**src/lobm_pkg.sv**
```systemverilog
// ============================================================================
// lobm_pkg
// Shared types and constants for the limit order book matcher.
// ============================================================================
package lobm_pkg;

    localparam int ORDER_SLOTS_DEF = 32;
    localparam int MAX_RESULTS     = 35;

    localparam logic [1:0] KIND_TRADE   = 2'd0;
    localparam logic [1:0] KIND_BATTERY = 2'd1;
    localparam logic [1:0] KIND_SUMMARY = 2'd2;

    localparam logic [39:0] BAL_MAX = 40'hFF_FFFF_FFFF;
    localparam logic [31:0] E32_MAX = 32'hFFFF_FFFF;

    // One stored order; the slot's valid bit is kept apart in flip-flops.
    typedef struct packed {
        logic        is_buy;
        logic [15:0] node;
        logic [31:0] energy;
        logic [31:0] price;
        logic [7:0]  seq;
    } order_t;

    // One result item.
    typedef struct packed {
        logic [1:0]  kind;
        logic [15:0] seller_id;
        logic [15:0] buyer_id;
        logic [31:0] energy_wh_res;
        logic [31:0] unit_price;
        logic [6:0]  trade_count;
        logic [39:0] battery_balance;
        logic        overflow;
        logic        last;
    } result_t;

    // Scan request from the sequencer to the shared compare unit.
    typedef struct packed {
        logic start;
        logic want_buy;
        logic skip_battery;
    } scan_req_t;

endpackage

```
**src/lobm_scan.sv**
```systemverilog
// ============================================================================
// lobm_scan
// Shared best-order compare unit: walks the slots one per cycle.
// ============================================================================
module lobm_scan #(
    parameter int NSLOT = 33
) (
    input  logic                         clk,
    input  logic                         rst_n,
    input  lobm_pkg::scan_req_t          req,
    input  logic                         slot_valid,
    input  lobm_pkg::order_t             slot_data,
    output logic [$clog2(NSLOT+1)-1:0]   addr,
    output logic                         done,
    output logic                         found,
    output logic [$clog2(NSLOT)-1:0]     best_idx,
    output lobm_pkg::order_t             best
);
    import lobm_pkg::*;

    localparam int IW = $clog2(NSLOT);
    localparam int CW = $clog2(NSLOT + 1);

    logic          busy_reg, busy_next;
    logic [CW-1:0] addr_reg, addr_next;
    logic          want_reg, skip_reg;
    logic          found_reg, found_next;
    logic          done_reg, done_next;
    logic [IW-1:0] idx_reg, idx_next;
    order_t        best_reg, best_next;
    logic          better;
    logic          take;

    // The slot read now was addressed in the previous cycle (registered read).
    logic          rd_live_reg;
    logic [CW-1:0] rd_addr_reg;

    always_comb
    begin
        if (slot_data.price == best_reg.price)
            better = slot_data.seq < best_reg.seq;
        else if (want_reg)
            better = slot_data.price > best_reg.price;
        else
            better = slot_data.price < best_reg.price;
        take = rd_live_reg && slot_valid && (slot_data.is_buy == want_reg)
            && !(skip_reg && (rd_addr_reg == CW'(NSLOT - 1)))
            && (!found_reg || better);
    end

    always_comb
    begin
        busy_next  = busy_reg;
        addr_next  = addr_reg;
        found_next = found_reg;
        idx_next   = idx_reg;
        best_next  = best_reg;
        done_next  = 1'b0;
        if (req.start) begin
            busy_next  = 1'b1;
            addr_next  = '0;
            found_next = 1'b0;
        end else begin
            if (take) begin
                found_next = 1'b1;
                idx_next   = rd_addr_reg[IW-1:0];
                best_next  = slot_data;
            end
            if (busy_reg) begin
                if (addr_reg == CW'(NSLOT - 1))
                    busy_next = 1'b0;
                addr_next = addr_reg + CW'(1);
            end
            if (rd_live_reg && !busy_reg)
                done_next = 1'b1;
        end
    end

    always_ff @(posedge clk or negedge rst_n)
    begin
        if (!rst_n) begin
            busy_reg    <= 1'b0;
            addr_reg    <= '0;
            found_reg   <= 1'b0;
            done_reg    <= 1'b0;
            rd_live_reg <= 1'b0;
            want_reg    <= 1'b0;
            skip_reg    <= 1'b0;
        end else begin
            busy_reg    <= busy_next;
            addr_reg    <= addr_next;
            found_reg   <= found_next;
            done_reg    <= done_next;
            rd_live_reg <= busy_reg && !req.start;
            if (req.start) begin
                want_reg <= req.want_buy;
                skip_reg <= req.skip_battery;
            end
        end
    end

    always_ff @(posedge clk)
    begin
        idx_reg     <= idx_next;
        best_reg    <= best_next;
        rd_addr_reg <= addr_reg;
    end

    assign addr     = addr_reg;
    assign done     = done_reg;
    assign found    = found_reg;
    assign best_idx = idx_reg;
    assign best     = best_reg;

    a_done_idle: assert property (@(posedge clk) disable iff (!rst_n)
        done |-> !busy_reg) else $error("scan done while busy");
    a_start_busy: assert property (@(posedge clk) disable iff (!rst_n)
        req.start |=> busy_reg) else $error("scan start lost");
    a_done_pulse: assert property (@(posedge clk) disable iff (!rst_n)
        done |=> !done) else $error("scan done held");

endmodule

```
**config.mk**
```make
export PLATFORM = sky130hd
export DESIGN_NAME = lobm_scan
export DESIGN_NICKNAME = d
export VERILOG_FILES = /design/src/lobm_pkg.sv /design/src/lobm_scan.sv
export SDC_FILE = /design/constraint.sdc
export NUM_CORES = 1
export LEC_CHECK = 0
export BUFFER_PORTS_ARGS = -buffer_cell sky130_fd_sc_hd__buf_2
export CORE_ASPECT_RATIO = 0.6
export CORE_MARGIN = 2
export CORE_UTILIZATION = 47
export CTS_CLUSTER_DIAMETER = 200
export CTS_CLUSTER_SIZE = 25
export DETAILED_ROUTE_END_ITERATION = 12
export GPL_TIMING_DRIVEN = 0
export PLACE_DENSITY = 0.79
export SLEW_MARGIN = 40
export SYNTH_ARGS = -nofsm -noshare
export SYNTH_HDL_FRONTEND = slang
export SYNTH_SLANG_ARGS = --single-unit
```
**constraint.sdc**
```tcl
create_clock -name clk -period 7.9 [get_ports clk]
set_input_delay 1.185 -clock clk [delete_from_list [all_inputs] [get_ports clk]]
set_output_delay 1.185 -clock clk [all_outputs]
set_load 0.1 [all_outputs]
```
# Word level (Yosys, flattened, before mapping)
# Cells that the tools add are included.
# op_classes
add_sub_neg,1
n_lt_le_gt_ge,3
eq_ne,4
mux,11
bitwise,1
reduce_logical,15
# ops
op,count
32-bit equality test,1
32-bit > comparator,1
32-bit < comparator,1
6-bit equality test (second input constant),2
6-bit two-way mux,2
1-bit two-way mux,9
8-bit < comparator,1
1-bit logical AND,7
6-bit by 1-bit adder with 6-bit output (second input constant),1
1-bit logical NOT,4
2-bit nonzero test,2
2-bit AND reduction,1
1-bit equality test,1
1-bit logical OR,1
1-bit inverter,1
# word_totals
regBits,113
input_bits,95
output_inout_bits,103

# Longest topological paths before layout
# logic_depth
ltp_word,7
mapped_depth,8
depth_no_buf,8

# Worst setup path before layout
# No wires, ideal clock.
# synth_timing
path_kind,input-to-reg
start,input slot_data[22] in the netlist's numbering
end,register best_reg (netlist bit best[0]) (enable)
setup_ns,1.134
t_arrival_ns,4.557
required_time_ns,6.766
slack_ns,2.209
path_stages,7
path_buffers,0
path_cell_list,ha_1 nand4_1 or3_1 a21o_1 a31oi_1 or3_1 nand3_1
# synth_between
elab_chain_cells,6
# synth_lines
element,line_no,rtl
start: declaration,lobm_scan.sv:12,"input lobm_pkg::order_t slot_data,"
32-bit < comparator or 32-bit > comparator (tied branches),"lobm_scan.sv:45, lobm_scan.sv:43",
1-bit two-way mux,lobm_scan.sv:42,else if (want_reg)
1-bit two-way mux *,lobm_scan.sv:40,if (slot_data.price == best_reg.price)
1-bit logical OR *,lobm_scan.sv:48,&& (!found_reg || better);
1-bit logical AND *,lobm_scan.sv:48,
2-bit AND reduction (no line) *,-,
end signal: assignment,lobm_scan.sv:105,best_reg <= best_next;
end: declaration,lobm_scan.sv:30,"order_t best_reg, best_next;"
# Every way passes the cells marked *; elsewhere a longest branch is shown, timed or not.
# A chain may end at the register's enable or synchronous reset.

# Final worst setup path
# layout_timing
start,input slot_data[31] in the netlist's numbering
end,register best_reg (netlist bit best[85]) (enable)
# Same word-level chain as after synthesis.

==> impl_results.md <==
- Status: finished clean
- Slowest stage delay, CP: around 0.57 ns
- First-pass GRT wire length: 16300 µm
- M1 WL: 4260 µm
- CTS root buf: clkbuf_16
- Number of global-route vias before repair: 3201
- Final Skew: 0.00849 ns
- R2R Setup Slk: slightly below 5 ns
- Rows: 27
- Register bit total from synthesis: 113
- Critical path's slowest cell: or4_4
- Asr flop ratio synth: 10.6%
- Worst-path maximum fanout: 40
- Post-synth top area share: between 60% and 70%
- Worst Setup Start Kind: input pin
- Post-placement cell count: between 600 and 700
- Hold Path Depth: 0
- CTS tree: yes
- CTS sink cnt: 113
- Ant. Diodes: 0
- Worst-Skew Late Latency: 0.40 ns
- Height of the die: 80.5 µm
- F_max: 279 MHz
- VDD IR max: 0.142 mV
- Final RePlAce weighted congestion: 0.784
- Worst Path Arrival: 3.68 ns
- Final wirelength: 10500 µm
- Via Count: 3163
- Final #Nets: ~650
- Crit Path Class: input pin to flip-flop
- Unrepaired setup endpoints after global routing: no
- Post-DP HPWL: 7890 µm
- Worst-margin pin slew: approximately 0.54 ns
- Dpl ws: 3.87 ns
- Met3 Routed Length: 786 µm
- Gr usage total: 20.5%
- Mapped Area: 4580 µm²
- Post_cts resized: 0
- Ratio of cells with drive above 1 in the final layout: 46.6%
- Critical path endpoint category: flip-flop
- Synth Flop Type: edfxtp_1
- Reg2reg end: best[85]$_DFFE_PP_
- Initial core utilization: 49.2%
- WP data required: 7.99 ns
- Die Wd: roughly 130 µm
- Max FFs per register: 89
- WL met2: 5340 µm
- Most frequent CP cell: buf_12
- Final Hold Fails: 0
- Total grt overflow: 0
- Final setup vio count: 0
- Tmin final: 3.59 ns
- Syn Inst Count: 291
- Worst path buffer plus inverter count: 3
- Setup Fix Bufs, Post-CTS: 0
- Avg Inst Size Synth: 15.7 µm²
- DR pass1 iterations: 4
- Hold Crit Class: flip-flop to flip-flop
- Post-synth top cells: edfxtp_1, inv_1, ha_1
- Max-Cap Viols: 0
- CORE AREA: roughly 9300 µm²
- Final Cycle Share: a little under half
- Vias per inst: 4.85
- Port bufs: 197
- Fin cells: 652
- Top cells by area, synth: edfxtp_1, ha_1, dfrtp_1
- Top delay family on crit path: simple AND/OR/NAND/NOR gates
- DRC: 0
- CTS Hold Bufs: 0
- Worst r2r src: best[31]$_DFFE_PP_
- Synthesis Warnings: 0
- Critical-path cell list: buf_2, ha_1, nand4_1, or4_4, nand2b_4, a311oi_2, o21ai_1, nand3_4, buf_12, buf_12
- Util after Layout: 68.8%
- Worst-path clk slew: 0.06 ns
- Highest routed layer: met4
- Pin count of the biggest net entering global routing: 41
- Hold path endpoint: best_idx[2]$_DFFE_PP_
- Detail Route Antenna Nets: 0
- Most common cell in the netlist: edfxtp_1
- Register area share after synthesis: 71.4%
- Final slew viol count: 0
- Clock tree buffer depth: 2
- Clock buffer count from CTS: 17
- Avg WL per Cell: 16.1 µm
- # IOs: 198
- Total negative slack: 0 ns
- EDFF count, synth: 95
- Cell Pwr Density: 275 nW/µm²
- Iter 0 DRT Violations: about 130
- Leakage: 2.93 nW
- Worst hold path startpoint: rd_addr_reg[2]$_DFF_P_
- Worst slew margin: 63.6%
- Synthesized Nets: 427
- Layout area overhead: 40.0%
- Die Area: 10600 µm²
- Synth cell types: 41
- Initial antenna violation count: 0
- Reg2reg path depth: 10
- Cell taking the most area after synthesis: edfxtp_1
- Final worst setup slack: around 4.3 ns
- H-tree depth: 4
-- worst max-delay path by stage --
stage | start | to | slack (ns) | cells after the start
2_1_floorplan | slot_data[22] | best[0]$_DFFE_PP_ | 2.21 | 7
3_3_place_gp | slot_data[22] | best[31]$_DFFE_PP_ | 0.78 | 8
3_5_place_dp | slot_data[31] | best[46]$_DFFE_PP_ | 3.87 | 10
4_1_cts | slot_data[31] | best[33]$_DFFE_PP_ | 4.27 | 10
5_1_grt | slot_data[25] | best[74]$_DFFE_PP_ | 4.08 | 10
6_report | slot_data[31] | best[85]$_DFFE_PP_ | 4.31 | 10
-- power breakdown --
group	total (mW)	internal [mW]	leakage, nW	switching [mW]
combinational	0.267	0.0558	1.55	0.212
clock	0.810	0.533	0.302	0.277
sequential	0.690	0.678	1.07	0.0118
total	1.77	1.27	2.93	0.500
-- final cells by class --
type | count | area, µm²
Multi-Input combinational cell | 134 | 1160
Clock buffer | 18 | 429
Timing Repair Buffer | 199 | 1030
Buffer | 2 | 7.51
Clock inverter | 14 | 201
Fill cell | 680 | 2910
Tap cell | 130 | 163
Sequential cell | 113 | 3270
Inverter | 42 | 158
-- metrics by stage --
stage | area (µm²) | hold slack (ns) | total power, mW
2_1_floorplan | 4580 | 0.409 | 0.906
3_3_place_gp | 5730 | 0.418 | 0.965
3_5_place_dp | 5780 | 0.425 | 0.970
4_1_cts | 6410 | 0.441 | 1.78
5_1_grt | 6410 | 0.456 | 1.83
6_report | 6410 | 0.435 | 1.77
-- worst reg2reg max path: stages, from the launching register on --
cell and delay (ns):
edfxtp_1 0.35, inv_1 0.06, ha_1 0.32, nand4_1 0.16, or4_4 0.57, nand2b_4 0.17
a311oi_2 0.20, o21ai_1 0.13, nand3_4 0.27, buf_12 0.27, buf_12 0.26
-- cells in the final DEF (no fill, tap or decap), drive strengths merged, types with 7 or more instances in the layout --
master,n
a21oi,14
buf,199
clkbuf,20
dfrtp,12
edfxtp,95
ha,41
inv,47
nand2,8
nand4,10
nor2,7
o21ai,7
-- kinds of logic (layout without fill, tap and decap cells) --
family | after synthesis | count (layout) | synth area share [%]
simple gates | 47 | 47 | 6.25
fa+ha+maj | 41 | 41 | 11.2
xor+xnor | 5 | 5 | 0.956
flops | 113 | 113 | 71.4
buf+inv | 44 | 275 | 3.60
mux | 3 | 3 | 0.710
compound gates | 38 | 38 | 5.87
-- layer usage --
metal | vias up | global-route usage, %
met1 | 1499 | 24.0
met5 | - | 0
met2 | 125 | 35.8
met4 | 0 | 7.61
li1 | 1525 | -
met3 | 14 | 7.01
Note: power is estimated with default switching activity, not from simulation.
